===== src/sv/tcw_pkg.sv =====
`timescale 1ns / 1ps
// ----------------------------------------------------------------------------
// tcw_pkg
// Shared types and constants for the text console writer: beat payloads,
// opcodes, register indexes, character codes and the sequencer states.
// ----------------------------------------------------------------------------
package tcw_pkg;

  // Default screen geometry
  localparam int COLUMNS_DEF = 80;
  localparam int ROWS_DEF    = 25;

  // Configuration port
  localparam int CFG_INDEX_W = 4;
  localparam int CFG_DATA_W  = 4;
  localparam logic [CFG_INDEX_W-1:0] CFG_FOREGROUND = CFG_INDEX_W'(0);
  localparam logic [CFG_INDEX_W-1:0] CFG_BACKGROUND = CFG_INDEX_W'(1);
  localparam logic [CFG_DATA_W-1:0]  FOREGROUND_RST = CFG_DATA_W'(7);
  localparam logic [CFG_DATA_W-1:0]  BACKGROUND_RST = CFG_DATA_W'(0);

  // Character codes
  localparam logic [7:0] CH_TAB     = 8'h09;
  localparam logic [7:0] CH_NEWLINE = 8'h0A;
  localparam logic [7:0] CH_RETURN  = 8'h0D;
  localparam logic [7:0] CH_SPACE   = 8'h20;

  // Cell written by the clearing pass after reset
  localparam logic [15:0] BLANK_RST = 16'h0720;

  typedef enum logic [1:0] {
    OP_PUT   = 2'd0,
    OP_CLEAR = 2'd1,
    OP_READ  = 2'd2,
    OP_NOP   = 2'd3
  } tcw_op_t;

  typedef struct packed {
    logic [1:0]  opcode;
    logic [7:0]  char_code;
    logic [10:0] cell_index;
  } tcw_cmd_t;

  typedef struct packed {
    logic [4:0]  cursor_row;
    logic [6:0]  cursor_column;
    logic [15:0] read_cell;
    logic        did_scroll;
  } tcw_result_t;

  typedef enum logic [3:0] {
    ST_IDLE,
    ST_PUT,
    ST_WRITE,
    ST_SCROLL,
    ST_FLUSH,
    ST_BLANK,
    ST_READ,
    ST_RDATA,
    ST_DONE
  } tcw_state_t;

endpackage


===== src/sv/tcw_seq.sv =====
`timescale 1ns / 1ps
// ----------------------------------------------------------------------------
// tcw_seq
// Command sequencer: cursor arithmetic, cell writes, the row copy of a
// scroll, blanking sweeps and cell reads, with one adder for put addresses and ptr steps.
// ----------------------------------------------------------------------------
module tcw_seq import tcw_pkg::*; #(
  parameter int COLUMNS = COLUMNS_DEF,
  parameter int ROWS    = ROWS_DEF,
  localparam int CELLS  = COLUMNS * ROWS,
  localparam int ADDR_W = $clog2(CELLS)
) (
  input  logic              clk,
  input  logic              rst,
  // command beat
  input  logic              cmd_valid,
  output logic              cmd_ready,
  input  tcw_cmd_t          cmd,
  // current attribute byte
  input  logic [7:0]        attr,
  // result hand-off to the output register
  output logic              res_valid,
  input  logic              res_ready,
  output tcw_result_t       res,
  // cell store
  output logic              ram_we,
  output logic [ADDR_W-1:0] ram_waddr,
  output logic [15:0]       ram_wdata,
  output logic [ADDR_W-1:0] ram_raddr,
  input  logic [15:0]       ram_rdata
);

  localparam int ROW_W = $clog2(ROWS);
  localparam int COL_W = $clog2(COLUMNS);
  localparam logic [ADDR_W-1:0] LAST_CELL  = ADDR_W'(CELLS - 1);
  localparam logic [ADDR_W-1:0] BOTTOM_ROW = ADDR_W'((ROWS - 1) * COLUMNS);
  localparam logic [ADDR_W-1:0] ROW_STRIDE = ADDR_W'(COLUMNS);

  tcw_state_t state, state_next;

  logic              init;
  tcw_op_t           op;
  logic [7:0]        ch;
  logic [10:0]       idx;
  logic [ROW_W-1:0]  row;
  logic [COL_W-1:0]  col;
  logic              scrolled;
  logic [ADDR_W-1:0] addr;
  logic [ADDR_W-1:0] ptr;
  logic [ADDR_W-1:0] wptr;
  logic              pend;
  logic              in_range;
  logic [15:0]       cell_data;

  logic              printable;
  logic [COL_W:0]    c_ext;
  logic [ROW_W:0]    r_ext;
  logic              scroll_need;
  logic [ADDR_W-1:0] au_a, au_b, au_sum;

  assign printable = !(ch inside {CH_NEWLINE, CH_RETURN, CH_TAB});

  // Shared address adder: cell address on a put, pointer step in sweeps
  always_comb begin
    if (state == ST_PUT) begin
      au_a = ADDR_W'(row * COLUMNS);
      au_b = ADDR_W'(col);
    end else begin
      au_a = ptr;
      au_b = ADDR_W'(1);
    end
  end
  assign au_sum = au_a + au_b;

  // Cursor advance for a put
  always_comb begin
    c_ext       = {1'b0, col};
    r_ext       = {1'b0, row};
    scroll_need = 1'b0;
    if (ch == CH_NEWLINE) begin
      c_ext = '0;
      r_ext = r_ext + 1'b1;
    end else if (ch == CH_RETURN) begin
      c_ext = '0;
    end else if (ch == CH_TAB) begin
      c_ext = (c_ext + (COL_W + 1)'(8)) & ~(COL_W + 1)'(7);
    end else begin
      c_ext = c_ext + 1'b1;
    end
    if (c_ext >= (COL_W + 1)'(COLUMNS)) begin
      c_ext = '0;
      r_ext = r_ext + 1'b1;
    end
    if (r_ext >= (ROW_W + 1)'(ROWS)) begin
      r_ext       = (ROW_W + 1)'(ROWS - 1);
      scroll_need = 1'b1;
    end
  end

  // State register
  always_ff @(posedge clk) begin
    if (rst) begin
      state <= ST_BLANK;
    end else begin
      state <= state_next;
    end
  end

  // Next state and store access
  always_comb begin
    state_next = state;
    cmd_ready  = 1'b0;
    res_valid  = 1'b0;
    ram_we     = 1'b0;
    ram_waddr  = ptr;
    ram_wdata  = {attr, CH_SPACE};
    ram_raddr  = ptr;
    case (state)
      ST_IDLE: begin
        cmd_ready = 1'b1;
        if (cmd_valid) begin
          case (tcw_op_t'(cmd.opcode))
            OP_PUT:   state_next = ST_PUT;
            OP_CLEAR: state_next = ST_BLANK;
            OP_READ:  state_next = ST_READ;
            default:  state_next = ST_DONE;
          endcase
        end
      end
      ST_PUT: begin
        state_next = ST_WRITE;
      end
      ST_WRITE: begin
        ram_we     = printable;
        ram_waddr  = addr;
        ram_wdata  = {attr, ch};
        state_next = scrolled ? ST_SCROLL : ST_DONE;
      end
      ST_SCROLL: begin
        ram_we    = pend;
        ram_waddr = wptr;
        ram_wdata = ram_rdata;
        if (ptr == LAST_CELL) begin
          state_next = ST_FLUSH;
        end
      end
      ST_FLUSH: begin
        ram_we     = pend;
        ram_waddr  = wptr;
        ram_wdata  = ram_rdata;
        state_next = ST_BLANK;
      end
      ST_BLANK: begin
        ram_we    = 1'b1;
        ram_wdata = init ? BLANK_RST : {attr, CH_SPACE};
        if (ptr == LAST_CELL) begin
          state_next = init ? ST_IDLE : ST_DONE;
        end
      end
      ST_READ: begin
        ram_raddr  = ADDR_W'(idx);
        state_next = ST_RDATA;
      end
      ST_RDATA: begin
        state_next = ST_DONE;
      end
      ST_DONE: begin
        res_valid = 1'b1;
        if (res_ready) begin
          state_next = ST_IDLE;
        end
      end
      default: begin
        state_next = ST_IDLE;
      end
    endcase
  end

  // Control registers
  always_ff @(posedge clk) begin
    if (rst) begin
      init <= 1'b1;
      row  <= '0;
      col  <= '0;
      ptr  <= '0;
      pend <= 1'b0;
    end else begin
      pend <= (state == ST_SCROLL);
      case (state)
        ST_IDLE: begin
          if (cmd_valid) begin
            ptr <= '0;
            if (tcw_op_t'(cmd.opcode) == OP_CLEAR) begin
              row <= '0;
              col <= '0;
            end
          end
        end
        ST_PUT: begin
          row <= r_ext[ROW_W-1:0];
          col <= c_ext[COL_W-1:0];
        end
        ST_WRITE: begin
          ptr <= ROW_STRIDE;
        end
        ST_SCROLL: begin
          ptr <= au_sum;
        end
        ST_FLUSH: begin
          ptr <= BOTTOM_ROW;
        end
        ST_BLANK: begin
          ptr <= au_sum;
          if (ptr == LAST_CELL) begin
            init <= 1'b0;
          end
        end
        default: begin
        end
      endcase
    end
  end

  // Payload registers
  always_ff @(posedge clk) begin
    case (state)
      ST_IDLE: begin
        if (cmd_valid) begin
          op        <= tcw_op_t'(cmd.opcode);
          ch        <= cmd.char_code;
          idx       <= cmd.cell_index;
          scrolled  <= 1'b0;
          cell_data <= '0;
        end
      end
      ST_PUT: begin
        addr     <= au_sum;
        scrolled <= scroll_need;
      end
      ST_WRITE: begin
        wptr <= '0;
      end
      ST_SCROLL: begin
        if (pend) begin
          wptr <= wptr + 1'b1;
        end
      end
      ST_READ: begin
        in_range <= (32'(idx) < 32'(CELLS));
      end
      ST_RDATA: begin
        cell_data <= in_range ? ram_rdata : 16'h0000;
      end
      default: begin
      end
    endcase
  end

  // Result payload; read_cell is zero unless the command was a read
  always_comb begin
    res.cursor_row    = 5'(row);
    res.cursor_column = 7'(col);
    res.read_cell     = (op == OP_READ) ? cell_data : 16'h0000;
    res.did_scroll    = scrolled;
  end

endmodule


===== config.mk =====
export PLATFORM = sky130hd
export DESIGN_NAME = tcw_seq
export DESIGN_NICKNAME = d
export VERILOG_FILES = /design/src/sv/tcw_pkg.sv /design/src/sv/tcw_seq.sv
export SDC_FILE = /design/constraint.sdc
export NUM_CORES = 1
export LEC_CHECK = 0
export ABC_CLOCK_PERIOD_IN_PS = 4190
export BUFFER_PORTS_ARGS = -buffer_cell sky130_fd_sc_hd__buf_2
export CORE_ASPECT_RATIO = 1.1
export CORE_UTILIZATION = 40
export DETAILED_ROUTE_END_ITERATION = 10
export GPL_TIMING_DRIVEN = 0
export SLEW_MARGIN = 20
export SYNTH_ARGS = -nofsm -noshare
export SYNTH_HDL_FRONTEND = slang
export SYNTH_SLANG_ARGS = --single-unit

===== constraint.sdc =====
create_clock -name clk -period 4.19 [get_ports clk]
set_clock_uncertainty 0.2 [all_clocks]
set_input_delay 0.838 -clock clk [delete_from_list [all_inputs] [get_ports clk]]
set_output_delay 0.838 -clock clk [all_outputs]
set_load 0.1 [all_outputs]

==> results of run 1 <==
## kinds of logic (layout without fill, tap and decap cells)
| kind of cell | count (synthesis) | after routing | synth area share (%) |
|---|---|---|---|
| AND/OR/NAND/NOR | 246 | 246 | 23.0 |
| AO/OA/AOI/OAI | 119 | 119 | 15.6 |
| flip-flops | 90 | 90 | 44.3 |
| buffers and inverters | 49 | 183 | 3.70 |
| XOR/XNOR | 30 | 30 | 4.83 |
| adder cells (fa/ha/maj) | 20 | 20 | 4.74 |
| multiplexers | 19 | 19 | 3.77 |
## worst register-to-register path: stages (launching register included)
cell,delay [ns]
edfxtp_1,0.50
or4b_1,0.50
buf_2,0.18
or3_1,0.34
buf_2,0.16
nand2_1,0.07
nand2_1,0.07
ha_1,0.29
nand3_1,0.12
a31oi_1,0.05
a41o_1,0.28
xor2_1,0.14
o32a_2,0.41
o21ai_2,0.18
nor3_1,0.08
o22a_1,0.20
## cell usage in the layout, fill, tap and decap left out, drive strengths merged, types with 7 or more instances in the layout
| cell type | instances |
|---|---|
| buf | 125 |
| nand2 | 73 |
| edfxtp | 61 |
| nor2 | 52 |
| and2 | 39 |
| clkbuf | 38 |
| a21oi | 31 |
| dfxtp | 29 |
| nand3 | 19 |
| a22oi | 19 |
| ha | 19 |
| xor2 | 16 |
| xnor2 | 14 |
| inv | 14 |
| nor3 | 13 |
| mux2 | 12 |
| a22o | 12 |
| o21ai | 11 |
| and3 | 10 |
| nor2b | 10 |
| mux2i | 7 |
| nor4 | 7 |
## synthesized netlist by cell type, types with 3 or more instances
master	count	area (sq um)
a211oi_2	3	37.5
a21o_1	5	37.5
a21oi_1	31	155
a22o_1	12	105
a22oi_1	19	143
a31oi_1	5	31.3
and2_1	39	244
and3_1	10	62.6
clkbuf_1	27	101
dfxtp_1	29	581
edfxtp_1	61	1830
ha_1	19	238
inv_1	15	56.3
mux2_2	12	135
mux2i_1	7	70.1
nand2_1	73	274
nand3_1	19	95.1
nand3b_1	4	30.0
nor2_1	52	195
nor2b_1	10	62.6
nor3_1	12	60.1
nor4_1	5	31.3
o211ai_1	3	22.5
o21ai_0	9	45.0
o22ai_1	3	18.8
o31ai_1	5	37.5
or3_1	3	18.8
or4b_2	3	30.0
xnor2_1	14	123
xor2_1	16	140
## timing repair
item | 4_1_cts | 5_1_grt
gates resized for setup | 2 | 6
endpoints found under the setup margin | 22 | 27
setup buffers | 0 | 0
## report_power, final
group	total [uW]	internal [uW]	switching, uW
registers	1140	1050	91.0
logic	2190	408	1790
clock network	818	467	351
total	4150	1930	2230
## metal layers
metal | GRT usage, % | vias to the layer above | wire, um
li1 | - | 2334 | -
met1 | 26.9 | 2232 | 6460
met4 | 9.06 | 0 | 380
met2 | 35.9 | 144 | 7250
met3 | 4.33 | 26 | 833
met5 | 0 | - | 0
## area by class of cell
cell class | instances | share of cell area [%]
well taps | 161 | 3.06
clock buffers | 11 | 3.54
plain buffers | 33 | 2.21
clock inverters | 5 | 0.989
multi-input cells | 434 | 43.5
flip-flops and latches | 90 | 36.7
inverters | 15 | 0.913
repair buffers | 119 | 9.15
## flip-flops by register name (all words and copies together) (netlist names)
| register | count |
|---|---|
| cell_data | 16 |
| addr | 11 |
| idx | 11 |
| ptr | 11 |
| wptr | 11 |
| ch | 8 |
| col | 7 |
| row | 5 |
| state | 4 |
| op | 2 |
| in_range | 1 |
| init | 1 |
| pend | 1 |
| scrolled | 1 |
## worst max path at each step
stage	startpoint	to	slack [ns]	depth (start not counted)
floorplan	state[2]$_SDFFE_PP1P_	scrolled$_SDFFCE_PN0P_	0.43	4
global placement	state[2]$_SDFFE_PP1P_	ptr[9]$_SDFFE_PP0P_	0.03	15
detailed placement	state[2]$_SDFFE_PP1P_	ptr[9]$_SDFFE_PP0P_	-0.04	14
CTS	ch[5]$_DFFE_PP_	row[0]$_SDFFE_PP0P_	0.07	14
global route	state[2]$_SDFFE_PP1P_	ram_waddr[8]	0.01	10
finish	state[2]$_SDFFE_PP1P_	ram_waddr[5]	0.29	10
## metrics by stage
stage	setup TNS (ns)	hold slack (ns)	total power, uW
floorplan	0	0.266	2950
global placement	0	0.316	3330
detailed placement	-0.0552	0.321	3340
CTS	0	0.338	4160
global route	0	0.365	4320
finish	0	0.330	4150
==> metrics.md, run 1 <==
| Metric | Value |
|---|---|
| Reg-to-Reg End | `row[0]$_SDFFE_PP0P_` |
| Count of different cell masters after synthesis | `66` |
| DRC Markers | `0` |
| Die footprint | `roughly 14000 sq um` |
| FF+latch count, synth | `90` |
| Hold Buf Count CTS | `0` |
| Post-synthesis cell count | `approximately 570` |
| Fmax | `256 MHz` |
| Crit path max-delay family | `buffers and inverters` |
| Ys flop type | `edfxtp_1` |
| Outcome | `completed` |
| Initial antenna violation count | `0` |
| Final instance count without filler cells | `868` |
| Grt ovf | `0` |
| Clock buffer depth | `2` |
| Clock transition at path regs | `0.06 ns` |
| Synth Area per Inst | `9.50 sq um` |
| # rows | `44` |
| R2r setup slk | `0.30 ns` |
| FF+latch area | `2410 sq um` |
| Final wirelength | `14900 um` |
| Detailed placer's ending HPWL | `11600 um` |
| Worst Hold Launch | `init$_SDFFE_PP1P_` |
| WP buf/inv | `5` |
| Most frequent CP cell | `nand2_1` |
| Drt first-iter violations | `330` |
| Tmin final | `approximately 3.9 ns` |
| Fin worst setup slack | `0.287 ns` |
| Post-DP Area | `roughly 6300 sq um` |
| Starting density of the core | `41.2%` |
| Filler instances | `1278` |
| Total GRT Usage | `21.5%` |
| Clk sinks | `90` |
| Least-Margin Pin Slew | `1.02 ns` |
| CP peak stage delay | `~0.42 ns` |
| Core Util, Final | `around 50%` |
| # diodes | `0` |
| # placed instances | `853` |
| Design Area, Final | `6580 sq um` |
| # IOs | `about 120` |
| Final setup viols | `0` |
| Vias per cell | `between 5 and 6` |
| Via count | `4736` |
| Reg2reg path depth | `15` |
| Largest net degree at the start of global routing | `26` |
| GPL Wtd Cong | `0.893` |
| Critical Path RT | `~3.2 ns` |
| Die X | `between 100 and 150 um` |
| CTS root buf | `clkbuf_16` |
| Yosys warning total | `0` |
| Crit-path cells | `clkbuf_1, nand2_1, nor3_2, inv_1, nand2_1, clkbuf_2, clkbuf_1, a22oi_1, nand2_1, buf_2` |
| Synthesized net count | `~640` |
| Min-Delay Endpoint | `init$_SDFFE_PP1P_` |
| Hold Violations, Final | `0` |
| Unrepaired setup endpoints after global routing | `no` |
| WHS Path Cells | `1` |
| Cell Area, Synth | `5440 sq um` |
| DR WL/cell | `17.2 um` |
| Area of the multi-input gates | `~2900 sq um` |
| Power Density | `632 nW/um^2` |
| LEAKAGE | `~0.0027 uW` |
| H-tree Lvls | `3` |
| Crit start category | `flop` |
| Final Slew Violations | `0` |
| CP Max Fanout | `10` |
| Hold crit path type | `reg -> reg` |
| Chip Height | `124 um` |
| Routed Antenna Nets | `0` |
| CTS tree | `built` |
| Core ar. | `13200 sq um` |
| Asr flop ratio synth | `0%` |
| Area delta synth->final | `20.9%` |
| Final #Nets | `roughly 770` |
| Clk Latency, worst-skew pair | `0.35 ns` |
| Fin crit share | `93.1%` |
| First-pass GRT wire length | `23300 um` |
| CP max-delay cell | `buf_2` |
| Vias in the first global route | `around 4600` |
| Critical setup path kind | `reg -> out` |
| Buffers on Ports | `118` |
| Dpl ws | `-0.0448 ns` |
| Slew HR | `a little under a third` |
| Crit path DAT | `2.86 ns` |
| EDFF count, synth | `between 60 and 70` |
| FF-to-FF Start | `ch[5]$_DFFE_PP_` |
| Num CTS Buffers | `9` |
| Share of cells above drive strength 1 | `25.0%` |
| Crit. End Element | `primary output` |
| Peak VDD IR | `0.000343 V` |
| Initial DRT Pass Iterations | `4` |
| Max Cap Viol | `0` |
| Post-synthesis sequential area ratio | `44.3%` |
(Power assumes the default switching activity.)
==> inputs of run 2 (changes only) <==
Settings changed: GPL_TIMING_DRIVEN 0 to not set, SETUP_SLACK_MARGIN set to 0.3.
==> run 2 against run 1 <==
Against the previous run: first-iteration DRC count down 20%; worst setup slack better by 0.19 ns; highest routed layer unchanged; maximum frequency rose by 5.1%.
==> metrics.md, run 2 (synthesized netlist as in run 1, its figures left out) <==
| Metric | Value |
|---|---|
| Outcome | `completed` |
| WP buf/inv | `2 (-3)` |
| LEAKAGE | `0.00281 uW (+2.6%)` |
| Flop pwr share | `26.3% (-1.2 points)` |
| Tmin final | `3.71 ns (-0.190 ns)` |
| Largest Register | `cell_data` |
| Power Density | `659 nW/um^2 (+4.3%)` |
| Crit-path cells | `or4b_1, buf_4, nor4_4, nor2_1, a221o_1, buf_2` |
| Hold crit path type | `reg -> reg` |
| Fin crit share | `88.6% (-4.5 points)` |
| Slew HR | `35.2% (+4.0 points)` |
| Max reg flops | `16 (unchanged)` |
| Setup TNS | `0 ns (unchanged)` |
| First-pass GRT wire length | `23600 um (+1.1%)` |
| Die X | `113 um (unchanged)` |
| Vias in the first global route | `4520 (-2.0%)` |
| FF-to-FF Start | `ch[4]$_DFFE_PP_` |
| Final wirelength | `14700 um (-1.4%)` |
| Design Area, Final | `6710 sq um (+2.1%)` |
| Chip Height | `124 um (unchanged)` |
| Share of cells above drive strength 1 | `26.6% (+1.5 points)` |
| Total GRT Usage | `21.6% (+0.10 points)` |
| Drt first-iter violations | `264 (-20%)` |
| WL met2 | `7070 um (-2.5%)` |
| Largest net degree at the start of global routing | `30 (+15%)` |
| Crit start category | `flop` |
| CP max-delay cell | `or4b_1` |
| Unrepaired setup endpoints after global routing | `no` |
| Starting density of the core | `41.2% (unchanged)` |
| CP Max Fanout | `5 (-5)` |
| Initial antenna violation count | `0 (unchanged)` |
| Crit. End Element | `primary output` |
| Fmax | `269 MHz (+5.1%)` |
| Core ar. | `13200 sq um (unchanged)` |
| Clock buffer depth | `2 (unchanged)` |
| Commonest non-fill, non-tap cell in the layout | `buf_2` |
| Peak VDD IR | `0.000308 V (-10%)` |
| DRC Markers | `0 (unchanged)` |
| Clk Latency, worst-skew pair | `0.35 ns (about the same)` |
| Final Slew Violations | `0 (unchanged)` |
| Gate power share | `54.9% (+2.1 points)` |
| CTS root buf | `clkbuf_16` |
| Worst hold margin | `0.340 ns (+0.0106 ns)` |
| Area delta synth->final | `23.4%` |
| Critical Path RT | `3.15 ns (about the same)` |
| Via count | `4727 (-0.19%)` |
| Critical setup path kind | `reg -> out` |
| Least-Margin Pin Slew | `0.972 ns (-0.0501 ns)` |
| Grt ovf | `0 (unchanged)` |
| Vias per cell | `5.56 (+1.9%)` |
| # diodes | `0 (unchanged)` |
| Post-DP Area | `6400 sq um (+2.2%)` |
| Filler instances | `1224 (-4.2%)` |
| Internal power | `2150 uW (+12%)` |
| Clock share of power | `18.8% (-0.9 points)` |
| Clk sinks | `90 (unchanged)` |
| Final setup viols | `0 (unchanged)` |
| DR WL/cell | `17.3 um (+0.71%)` |
| H-tree Lvls | `3 (unchanged)` |
| Die footprint | `14100 sq um (unchanged)` |
| Area of the multi-input gates | `2850 sq um (-0.17%)` |
| Routed Antenna Nets | `0 (unchanged)` |
| Worst Setup SP | `ch[4]$_DFFE_PP_` |
| Detailed placer's ending HPWL | `11300 um (-3.3%)` |
| Worst Hold Launch | `init$_SDFFE_PP1P_` |
| FF+latch area | `2410 sq um (about the same)` |
| Hold Violations, Final | `0 (unchanged)` |
| Switching share of power | `51.4% (-2.2 points)` |
| Max Used Layer | `met4` |
| Num CTS Buffers | `9 (unchanged)` |
| Net switching power | `2270 uW (+2.1%)` |
| Crit path DAT | `2.67 ns (-0.19 ns)` |
| Final #Nets | `753 (-2.3%)` |
| Clock transition at path regs | `0.07 ns (about the same)` |
| GPL Wtd Cong | `0.854 (-4.4%)` |
| Metal3 WL | `739 um (-11%)` |
| CP peak stage delay | `0.58 ns (+0.16 ns)` |
| Most frequent cells in the layout | `buf_2, nand2_1, edfxtp_1` |
| CTS tree | `built` |
| Buffers on Ports | `118 (unchanged)` |
| Crit path max-delay family | `simple AND/OR/NAND/NOR gates` |
| Max Cap Viol | `0 (unchanged)` |
| Initial DRT Pass Iterations | `5 (+1)` |
| # IOs | `119 (unchanged)` |
| # rows | `44 (unchanged)` |
| WL met1 | `6490 um (+0.42%)` |
==> run 2: cell count changes in the layout (fill, tap and decap cells not counted), sizes merged <==
cell / before / now
clkbuf: 38 / 9
buf: 125 / 134
inv: 14 / 18
clkinv: 4 / 3
clkinvlp: 1 / 0
==> run 2: timing repair <==
action,in CTS,in global routing
gates resized for setup,0,5
buffers inserted,0,0
hold buffers,0,0
setup endpoints to repair,0,19
==> run 2: power by group through the flow <==
stage / combinational, uW / sequential [uW] / clock (uW)
floorplan: 1800 / 1150 / 0
detailed placement: 2430 / 1180 / 0
CTS: 2440 / 1160 / 848
global route: 2550 / 1180 / 879
finish: 2430 / 1160 / 833
global placement: 2420 / 1180 / 0
==> run 2: stage by stage <==
stage / utilization (%) / instances / total power, uW / setup slack (ns)
final: 50.8 / 850 / 4420 / 0.477
after detailed placement: 48.4 / 834 / 3610 / 0.508
after CTS: 50.7 / 850 / 4450 / 0.349
after global routing: 50.8 / 850 / 4600 / 0.317
after global placement: 48.4 / 834 / 3600 / 0.596
after floorplan: - / 573 / 2950 / 0.431
==> run 2: area by class of cell <==
cell class / count / share of cell area (%)
well taps: 161 / 3.00
clock inverters: 7 / 1.10
multi-input cells: 434 / 42.5
flip-flops and latches: 90 / 35.9
repair buffers: 134 / 13.3
clock buffers: 9 / 3.35
inverters: 15 / 0.839
==> run 2: worst paths after layout <==
kind,endpoint,cells past startpoint,slack (ns)
max,ram_we,6,0.48
min,init$_SDFFE_PP1P_,1,0.34
max reg2reg,row[0]$_SDFFE_PP0P_,15,0.52
min reg2reg,init$_SDFFE_PP1P_,1,0.34
==> run 2: layer usage <==
metal,global-route usage (%),vias to the layer above
met2,34.7,154
met1,28.5,2234
met3,3.36,28
met4,10.1,0
li1,-,2311
met5,0,-
==> run 2: worst reg2reg max path, stage by stage, from the launching register on <==
cell	delay, ns
edfxtp_1	0.42
or4b_1	0.58
buf_4	0.19
nor3_1	0.24
buf_4	0.20
nand2_1	0.06
nand2_1	0.10
ha_2	0.24
nand3_1	0.09
a31oi_1	0.17
a41o_1	0.14
xor2_1	0.08
o32a_2	0.42
o21ai_2	0.17
nor3_1	0.07
o22a_1	0.19
